$ cat src/rtl/core/swid_pkg.sv
// shared types and codes for the stack with indexed delete
// used by swid_cell and stack_with_indexed_delete; depends on nothing
`default_nettype none
package swid_pkg;

    localparam int OP_W   = 3;
    localparam int DATA_W = 32;
    localparam int POS_W  = 8;
    localparam int ST_W   = 3;
    localparam int CNT_W  = 7;

    localparam logic [OP_W-1:0] OP_CREATE  = 3'd0;
    localparam logic [OP_W-1:0] OP_DESTROY = 3'd1;
    localparam logic [OP_W-1:0] OP_PUSH    = 3'd2;
    localparam logic [OP_W-1:0] OP_POP     = 3'd3;
    localparam logic [OP_W-1:0] OP_READ    = 3'd4;
    localparam logic [OP_W-1:0] OP_DELETE  = 3'd5;

    localparam logic [ST_W-1:0] ST_OK          = 3'd0;
    localparam logic [ST_W-1:0] ST_NOT_CREATED = 3'd1;
    localparam logic [ST_W-1:0] ST_ALREADY     = 3'd2;
    localparam logic [ST_W-1:0] ST_EMPTY       = 3'd3;
    localparam logic [ST_W-1:0] ST_NOT_FOUND   = 3'd4;
    localparam logic [ST_W-1:0] ST_FULL        = 3'd5;

    // shift command broadcast to every cell
    typedef struct packed {
        logic             push;
        logic             pull;
        logic [POS_W-1:0] pull_from;
    } cell_ctrl_t;

endpackage
`default_nettype wire

$ cat src/rtl/core/swid_cell.sv
// one storage cell of the stack chain; cell 0 is the top of the stack
// depends on swid_pkg
`default_nettype none
module swid_cell #(
    parameter int IDX = 0
) (
    input  wire                          aclk,
    input  wire  swid_pkg::cell_ctrl_t   ctrl,
    input  wire  [swid_pkg::DATA_W-1:0]  prev_data,
    input  wire  [swid_pkg::DATA_W-1:0]  next_data,
    output logic [swid_pkg::DATA_W-1:0]  data_q
);
    import swid_pkg::*;

    logic [DATA_W-1:0] data_reg;
    logic [DATA_W-1:0] data_next;
    logic              in_pull;

    assign in_pull = ctrl.pull && (POS_W'(IDX) >= ctrl.pull_from);

    always_comb begin
        data_next = data_reg;
        if (ctrl.push) begin
            data_next = prev_data;
        end else if (in_pull) begin
            data_next = next_data;
        end
    end

    always_ff @(posedge aclk) begin
        data_reg <= data_next;
    end

    assign data_q = data_reg;

endmodule
`default_nettype wire

$ cat config.mk
export PLATFORM = sky130hd
export DESIGN_NAME = swid_cell
export DESIGN_NICKNAME = d
export VERILOG_FILES = /design/src/rtl/core/swid_pkg.sv /design/src/rtl/core/swid_cell.sv
export SDC_FILE = /design/constraint.sdc
export NUM_CORES = 1
export LEC_CHECK = 0
export BUFFER_PORTS_ARGS = -buffer_cell sky130_fd_sc_hd__buf_2
export CORE_ASPECT_RATIO = 1.25
export CORE_MARGIN = 8
export CORE_UTILIZATION = 30
export CTS_CLUSTER_SIZE = 24
export DETAILED_ROUTE_END_ITERATION = 16
export HOLD_SLACK_MARGIN = 0.15
export PLACE_DENSITY = 0.72
export SYNTH_ARGS = -nofsm -noshare
export SYNTH_HDL_FRONTEND = slang
export SYNTH_SLANG_ARGS = --single-unit
$ cat constraint.sdc
create_clock -name aclk -period 2.2 [get_ports aclk]
set_input_delay 0.44 -clock aclk [delete_from_list [all_inputs] [get_ports aclk]]
set_output_delay 0.44 -clock aclk [all_outputs]
set_load 0.01 [all_outputs]
==> qor.csv, run 1 <==
metric,value,unit
setup.worst_path.start_class,input port,
grt-ovfl-total,0,
status,finished clean,
ctsLongestPathBuffers,2,
hold_viol_final,0,
dpl.hpwl,3280,um
instances_no_fill,249,
path_clk_slew,70,ps
antenna_found_initial,0,
num-nets-final,261,
cts_setup_buffers,0,
largest_register_ffs,32,
post-place-ws,499,ps
wl_met2,1930,um
place_congestion,0.718,
setup_ws,805,ps
power_density,655,mW/mm^2
drt_wl_total,3900,um
yosysTopAreaCellShare,63.0,%
fmax,717,MHz
maxSlewHeadroom,80.5,%
tightest_slew,293,ps
crit_fanout,22,
die_area,0.00764,mm^2
drive_gt1_share,80.2,%
yosysSeqAreaShare,63.0,%
die_h,95.8,um
layout_common_cells,"buf_2 (106), edfxtp_1 (32), mux2_4 (29)",
tns,0,ps
p_total,1430,uW
top_layer_used,met4,
period_needed,1400,ps
maxSlewViolCount,0,
hold_slack,462,ps
setup_viol,0,
syn-instance-count,72,
fin_crit_sh,63.4,%
synthTopCellsByArea,"edfxtp_1 (63%), mux2_4 (29%), buf_12 (3.9%), mux2_2 (2.2%), buf_6 (0.74%)",
syn_area_per_cell,21.2,um^2
core.rowCount,29,
rsz0062_at_grt,no,
grt_pass1_wl,5530,um
port_buffers,106,
start_util,30.5,%
track_usage,9.54,%
vias,1037,
leakagePower,0.00106,uW
coreArea,0.00501,mm^2
hp-class,input port to register,
drc_errors,0,
dpl.cell_count,241,
drtAntennaViolNets,0,
hp-start,prev_data[17],
yosysWarnings,0,
clock-root-buffer,clkbuf_8,
antennaDiodeCount,0,
first_pass_iters,4,
drt_iter0_markers,39,
numCtsBuffers,5,
netlist_area,0.00153,mm^2
die_x,79.8,um
end_kind,register,
synth_cell_type_count,9,
wl_per_cell,15.7,um
worstSetupPathType,input port to register,
critPathLaunch,ctrl[6],
peakVddDrop,0.274,mV
drt-vias-per-instance,4.16,
ios,107,
synth_largest_area_cell,edfxtp_1,
synth_nets,147,
maxCapViolCount,0,
cp_data_arrival_time,1340,ps
cts_resized,0,
crit_required,2150,ps
wl_met3,518,um
cts.htree.levels,2,
cts.sinks,32,
grt_max_degree,23,
area_growth,43.0,%
cts_tree,yes,
wl_met1,1390,um
grt_pass1_vias,1110,
mostFrequentLayoutCell,buf_2,
cts_hold_buf,0,
synth_seq_cells,32,
cell type report:
type                    count  area (um^2)
fillers                   466         2820
flip-flops and latches     32          961
clock inverters             3         13.8
multi-input cells          35          490
inverters                   1         3.75
repair buffers            111          568
well taps                  62         77.6
clock buffers               5         68.8
report_power, final:
part | total (uW) | switching, uW | internal, uW | leakage, uW
clock network | 414 | 200 | 214 | 0.0000453
registers | 751 | 13.5 | 738 | 0.000313
logic | 264 | 111 | 153 | 0.000705
final timing paths:
kind | cells past startpoint | slack [ps] | endpoint
worst max-delay path | 4 | 800 | data_q[18]
worst min-delay path | 2 | 460 | data_q[17]
through the flow:
stage               util [%]  area, um^2
floorplan                  -        1530
global route            43.6        2180
finish                  43.6        2180
detailed placement      42.0        2100
global placement        42.0        2100
CTS                     43.6        2180
kinds of logic (layout without fill, tap and decap cells):
group           after synthesis  count (layout)  synth area share (%)
simple gates                  2               2                 0.738
buf+inv                       5             120                  4.92
flops                        32              32                  63.0
mux                          32              32                  30.7
compound gates                1               1                 0.656
metal layers:
metal  up-vias  GRT usage (%)
li1        508              -
met1       458           10.2
met2        65           15.9
met3         6           4.49
met4         0           4.10
met5         -              0
synth_stat cells:
cell       n
edfxtp_1  32
mux2_4    29
buf_12     3
mux2_2     3
a41o_1     1
buf_6      1
inv_1      1
nor3_1     1
nor4_1     1
critical path, stage by stage:
cell,delay (ps)
buf_2,90
nor4_1,290
a41o_1,230
buf_4,290
Note: power is estimated with default switching activity, not from simulation.
==> inputs of run 2 (changes only) <==
==> constraint.sdc (replaced) <==
create_clock -name aclk -period 1.37 [get_ports aclk]
set_input_delay 0.274 -clock aclk [delete_from_list [all_inputs] [get_ports aclk]]
set_output_delay 0.274 -clock aclk [all_outputs]
set_load 0.01 [all_outputs]
==> run 2 against run 1 <==
  * Via count is 2.5% lower
  * Global-route usage is 0.078 points lower
  * Cell count is 0.40% lower
  * Critical path depth stayed put
  * Power is 60% higher
  * Core utilization is 0.77 points higher
==> qor.csv, run 2 (synthesis gave the netlist of run 1 again) <==
metric,value,unit,change
cp_cell_sequence,buf_2 -> nor4_1 -> a41o_4 -> buf_4,,was buf_2 -> nor4_1 -> a41o_1 -> buf_4
cpPeakStageDelay,380,ps,was 290 ps
mostFrequentLayoutCell,buf_2,,unchanged
antenna_found_initial,0,,unchanged
power_density,1030,mW/mm^2,was 655 mW/mm^2
hold_viol_final,0,,unchanged
grt_pass1_vias,1141,,was 1110
grt-ovfl-total,0,,unchanged
cts_tree,yes,,unchanged
crit_required,1350,ps,was 2150 ps
wl_per_cell,15.1,um,was 15.7 um
maxSlewViolCount,0,,unchanged
grt_max_degree,23,,unchanged
fin_crit_sh,90.2,%,
tns,0,ps,unchanged
drive_gt1_share,79.6,%,was 80.2%
ctsLongestPathBuffers,2,,unchanged
cts_setup_buffers,0,,unchanged
drt_iter0_markers,35,,was 39
track_usage,9.46,%,was 9.54%
crit_fanout,10,,was 22
start_util,30.5,%,unchanged
path_clk_slew,60,ps,was 70 ps
die_x,79.8,um,unchanged
num-nets-final,260,,was 261
die_area,0.00764,mm^2,unchanged
maxCapViolCount,0,,unchanged
drt-vias-per-instance,4.08,,was 4.16
holdPathEnd,data_q[19],,was data_q[17]
rsz0062_at_grt,no,,unchanged
drc_errors,0,,unchanged
leakagePower,0.00107,uW,was 0.00106 uW
clock-root-buffer,clkbuf_8,,unchanged
vias,1011,,was 1037
fmax,809,MHz,
hold_path_depth,2,,unchanged
port_buffers,106,,unchanged
hold_slack,298,ps,was 462 ps
p_total,2290,uW,was 1430 uW
first_pass_iters,4,,unchanged
cts_resized,0,,unchanged
status,finished clean,,unchanged
cts_hold_buf,0,,unchanged
cts.htree.levels,2,,unchanged
hp-start,next_data[19],,was prev_data[17]
drt_wl_total,3750,um,was 3900 um
antennaDiodeCount,0,,unchanged
cp_slowest_cell,nor4_1,,unchanged
core.rowCount,29,,unchanged
peakVddDrop,0.496,mV,was 0.274 mV
period_needed,1240,ps,
tightest_slew,373,ps,was 293 ps
drtAntennaViolNets,0,,unchanged
die_h,95.8,um,unchanged
fill_cells,473,,was 466
grt_pass1_wl,5460,um,was 5530 um
end_kind,register,,unchanged
crit_family,simple AND/OR/NAND/NOR gates,,was buffers and inverters
setup.worst_path.start_class,input port,,unchanged
place_congestion,0.681,,was 0.718
largest_register_ffs,32,,unchanged
path_buf_inv,2,,unchanged
worstSetupPathType,input port to register,,unchanged
numCtsBuffers,5,,unchanged
maxSlewHeadroom,74.9,%,was 80.5%
hp-class,input port to register,,unchanged
cp_data_arrival_time,1220,ps,was 1340 ps
layout_common_cells,"buf_2 (106), edfxtp_1 (32), mux2_4 (29)",,unchanged
cts.sinks,32,,unchanged
ios,107,,unchanged
setup_viol,0,,unchanged
area_growth,45.6,%,was 43.0%
coreArea,0.00501,mm^2,unchanged
## run 2: cell types whose count changed in the layout (fill, tap and decap cells not counted), sizes merged
cell | previous run | this run
clkbuf | 5 | 7
buf | 111 | 110
clkinv | 3 | 1
## run 2: layout make-up
class | count | area, um^2 | share of cell area [%]
clock inverters | 1 | 3.75 | 0.169
repair buffers | 110 | 598 | 26.9
well taps | 62 | 77.6 | 3.49
flip-flops and latches | 32 | 961 | 43.2
multi-input cells | 35 | 502 | 22.6
clock buffers | 7 | 76.3 | 3.43
inverters | 1 | 3.75 | 0.169
## run 2: power breakdown
part           leakage (uW)  internal [uW]  switching [uW]
logic              0.000713            258             181
clock network     0.0000399            352             296
registers          0.000313           1180            19.8
## run 2: metal layers
metal	GRT usage, %	share of wire (%)	up-vias
met1	8.66	32	447
met4	4.10	1.8	0
met5	0	0	-
li1	-	-	506
met2	17.4	56	52
met3	4.49	10	6
## run 2: how the worst max path moves through the flow
stage	from	cells past startpoint	to	slack, ps
global route	ctrl[6]	4	data_q[6]	90
floorplan	ctrl[6]	2	data_q[0]	5
CTS	ctrl[6]	4	data_q[6]	120
detailed placement	ctrl[6]	4	data_q[7]	-170
finish	ctrl[6]	4	data_q[6]	130
global placement	ctrl[6]	4	data_q[5]	-170
## run 2: through the flow
stage	util, %	setup WS (ps)	area (um^2)	instances
6_report	44.4	134	2220	248
5_1_grt	44.4	87.2	2220	248
4_1_cts	44.4	120	2220	248
3_5_place_dp	42.8	-174	2140	240
3_3_place_gp	42.8	-168	2140	240
2_1_floorplan	-	5.33	1540	72
==> inputs of run 3 (changes only) <==
--- a/config.mk
+++ b/config.mk
@@ -5,6 +5,7 @@
 export SDC_FILE = /design/constraint.sdc
 export NUM_CORES = 1
 export LEC_CHECK = 0
+export ABC_AREA = 1
 export BUFFER_PORTS_ARGS = -buffer_cell sky130_fd_sc_hd__buf_2
 export CORE_ASPECT_RATIO = 1.25
 export CORE_MARGIN = 8
==> run 3 against run 2 <==
  * Non-clock buffer count down 2
  * Via count up 27%
  * Cell count up 27%
  * Clock power down 3%
  * Design area down 5.0%
  * Die area down 1.7%
  * Highest routed layer unchanged
  * Combinational power down 11%
==> qor.csv, run 3 <==
metric,value,unit,change
cpPeakStageDelay,360,ps,was 380 ps
ys.flop_type,edfxtp_1,,unchanged
cp.depth,1,,was 4
setup_viol,0,,unchanged
coreArea,0.00476,mm^2,was 0.00501 mm^2
cts_tree,yes,,unchanged
hold_path_depth,3,,was 2
fin_crit_sh,77.7,%,was 90.2%
fill_cells,475,,was 473
cp_slowest_cell,edfxtp_1,,was nor4_1
yosysTopAreaCellShare,64.3,%,was 63.0%
rsz0062_at_grt,no,,unchanged
drc_errors,0,,unchanged
antenna_found_initial,0,,unchanged
synthTopCellsByCount,"nand2_1 (91), edfxtp_1 (32), nand2_2 (9), nor2_1 (4)",,"was edfxtp_1 (32), mux2_4 (29), buf_12 (3), mux2_2 (3)"
hold_slack,266,ps,was 298 ps
largest_register_ffs,32,,unchanged
synth_nets,222,,was 147
ios,107,,unchanged
syn-instance-count,147,,was 72
tns,0,ps,unchanged
netlist_area,0.00149,mm^2,was 0.00153 mm^2
drive_gt1_share,49.0,%,was 79.6%
syn_area_per_cell,10.2,um^2,was 21.2 um^2
ctsLongestPathBuffers,2,,unchanged
period_needed,1060,ps,was 1240 ps
cts_hold_buf,0,,unchanged
crit_required,1100,ps,was 1350 ps
drt_iter0_markers,61,,was 35
grt-ovfl-total,0,,unchanged
antennaDiodeCount,0,,unchanged
hold_viol_final,0,,unchanged
worstSetupPathType,register to output port,,was input port to register
end_kind,output port,,was register
fmax,940,MHz,was 809 MHz
maxSlewHeadroom,79.4,%,was 74.9%
port_buffers,106,,unchanged
final_util,44.3,%,was 44.4%
path_buf_inv,1,,was 2
setup.worst_path.start_class,register,,was input port
mostFrequentLayoutCell,buf_2,,unchanged
synthTopCellsByArea,"edfxtp_1 (64%), nand2_1 (23%), nand2_2 (3.8%), clkbuf_8 (2.8%), buf_6 (2.3%)",,"was edfxtp_1 (63%), mux2_4 (29%), buf_12 (3.9%), mux2_2 (2.2%), buf_6 (0.74%)"
status,finished clean,,unchanged
grt_pass1_vias,1260,,was 1141
start_util,31.4,%,was 30.5%
crit_fanout,1,,was 10
clock-root-buffer,clkbuf_8,,unchanged
power_density,1050,mW/mm^2,was 1030 mW/mm^2
synth_largest_area_cell,edfxtp_1,,unchanged
grt_pass1_wl,6020,um,was 5460 um
crit_family,flip-flops,,was simple AND/OR/NAND/NOR gates
die_h,94.9,um,was 95.8 um
first_pass_iters,4,,unchanged
drt_wl_total,4090,um,was 3750 um
die_area,0.00751,mm^2,was 0.00764 mm^2
cts.htree.levels,2,,unchanged
core.rowCount,28,,was 29
leakagePower,0.00110,uW,was 0.00107 uW
synth_seq_cells,32,,unchanged
hp-class,input port to register,,unchanged
drt-vias-per-instance,4.07,,was 4.08
synth_edf_count,32,,unchanged
path_clk_slew,60,ps,about the same
die_x,79.1,um,was 79.8 um
num-nets-final,330,,was 260
yosysSeqAreaShare,64.3,%,was 63.0%
peakVddDrop,0.423,mV,was 0.496 mV
numCtsBuffers,5,,unchanged
async_reset_ff_share,0,%,unchanged
yosysWarnings,0,,unchanged
yosysMostFrequentCell,nand2_1,,was edfxtp_1
layout_common_cells,"buf_2 (106), nand2_1 (90), edfxtp_1 (32)",,"was buf_2 (106), edfxtp_1 (32), mux2_4 (29)"
synth_cell_type_count,10,,was 9
cts.sinks,32,,unchanged
place_congestion,0.773,,was 0.681
maxSlewViolCount,0,,unchanged
cts_resized,0,,unchanged
grt_max_degree,34,,was 23
wl_per_cell,13.0,um,was 15.1 um
cp_cell_sequence,buf_2,,was buf_2 -> nor4_1 -> a41o_4 -> buf_4
cts_setup_buffers,0,,unchanged
tightest_slew,309,ps,was 373 ps
drtAntennaViolNets,0,,unchanged
dpl.hpwl,3310,um,
cp_data_arrival_time,790,ps,was 1220 ps
track_usage,10.4,%,was 9.46%
maxCapViolCount,0,,unchanged
area_growth,41.4,%,was 45.6%
vias,1281,,was 1011
run 3: cell types whose count changed in the layout (fill, tap and decap cells not counted), sizes merged:
cell / change
nor4: -1
clkbuf: -1
a41o: -1
and2: +1
buf: -2
nor2: +4
nand2: +100
nor3: -1
inv: +2
mux2: -32
run 3: path summary, 6_finish.rpt:
kind / end / slack, ps / start
max: data_q[31] / 310 / data_q[31]
min: data_q[2] / 270 / next_data[2]
run 3: layer usage:
metal  track usage [%]  wire, um  vias to the layer above
li1                  -         -                      677
met1              10.3      1360                      550
met2              18.9      2390                       49
met3              2.85       267                        5
met4              6.50        78                        0
met5                 0         0                        -
run 3: kinds of logic after synthesis:
family / synth area share [%]
and+or+nand+nor: 28.1
DFF: 64.3
buffers and inverters: 7.62
run 3: layout make-up:
cell class	instances	area (um^2)	area share (%)
clock inverter	1	5.00	0.237
tap	60	75.1	3.55
inverter	3	18.8	0.889
multi-input combinational	105	422	20.0
sequential	32	961	45.5
clock buffer	6	72.6	3.44
timing repair buffer	108	558	26.4
run 3: power breakdown:
| group | internal, uW | total [uW] | switching (uW) |
|---|---|---|---|
| registers | 1180 | 1200 | 18.1 |
| logic | 177 | 389 | 212 |
| clock network | 344 | 632 | 289 |
run 3: per-stage QoR:
stage	setup slack [ps]	cell area, um^2	power [uW]	std cells
3_5_place_dp	112	2030	1630	308
5_1_grt	254	2110	2340	315
3_3_place_gp	125	2030	1610	308
6_report	306	2110	2220	315
2_1_floorplan	16.0	1500	1420	147
4_1_cts	281	2110	2270	315
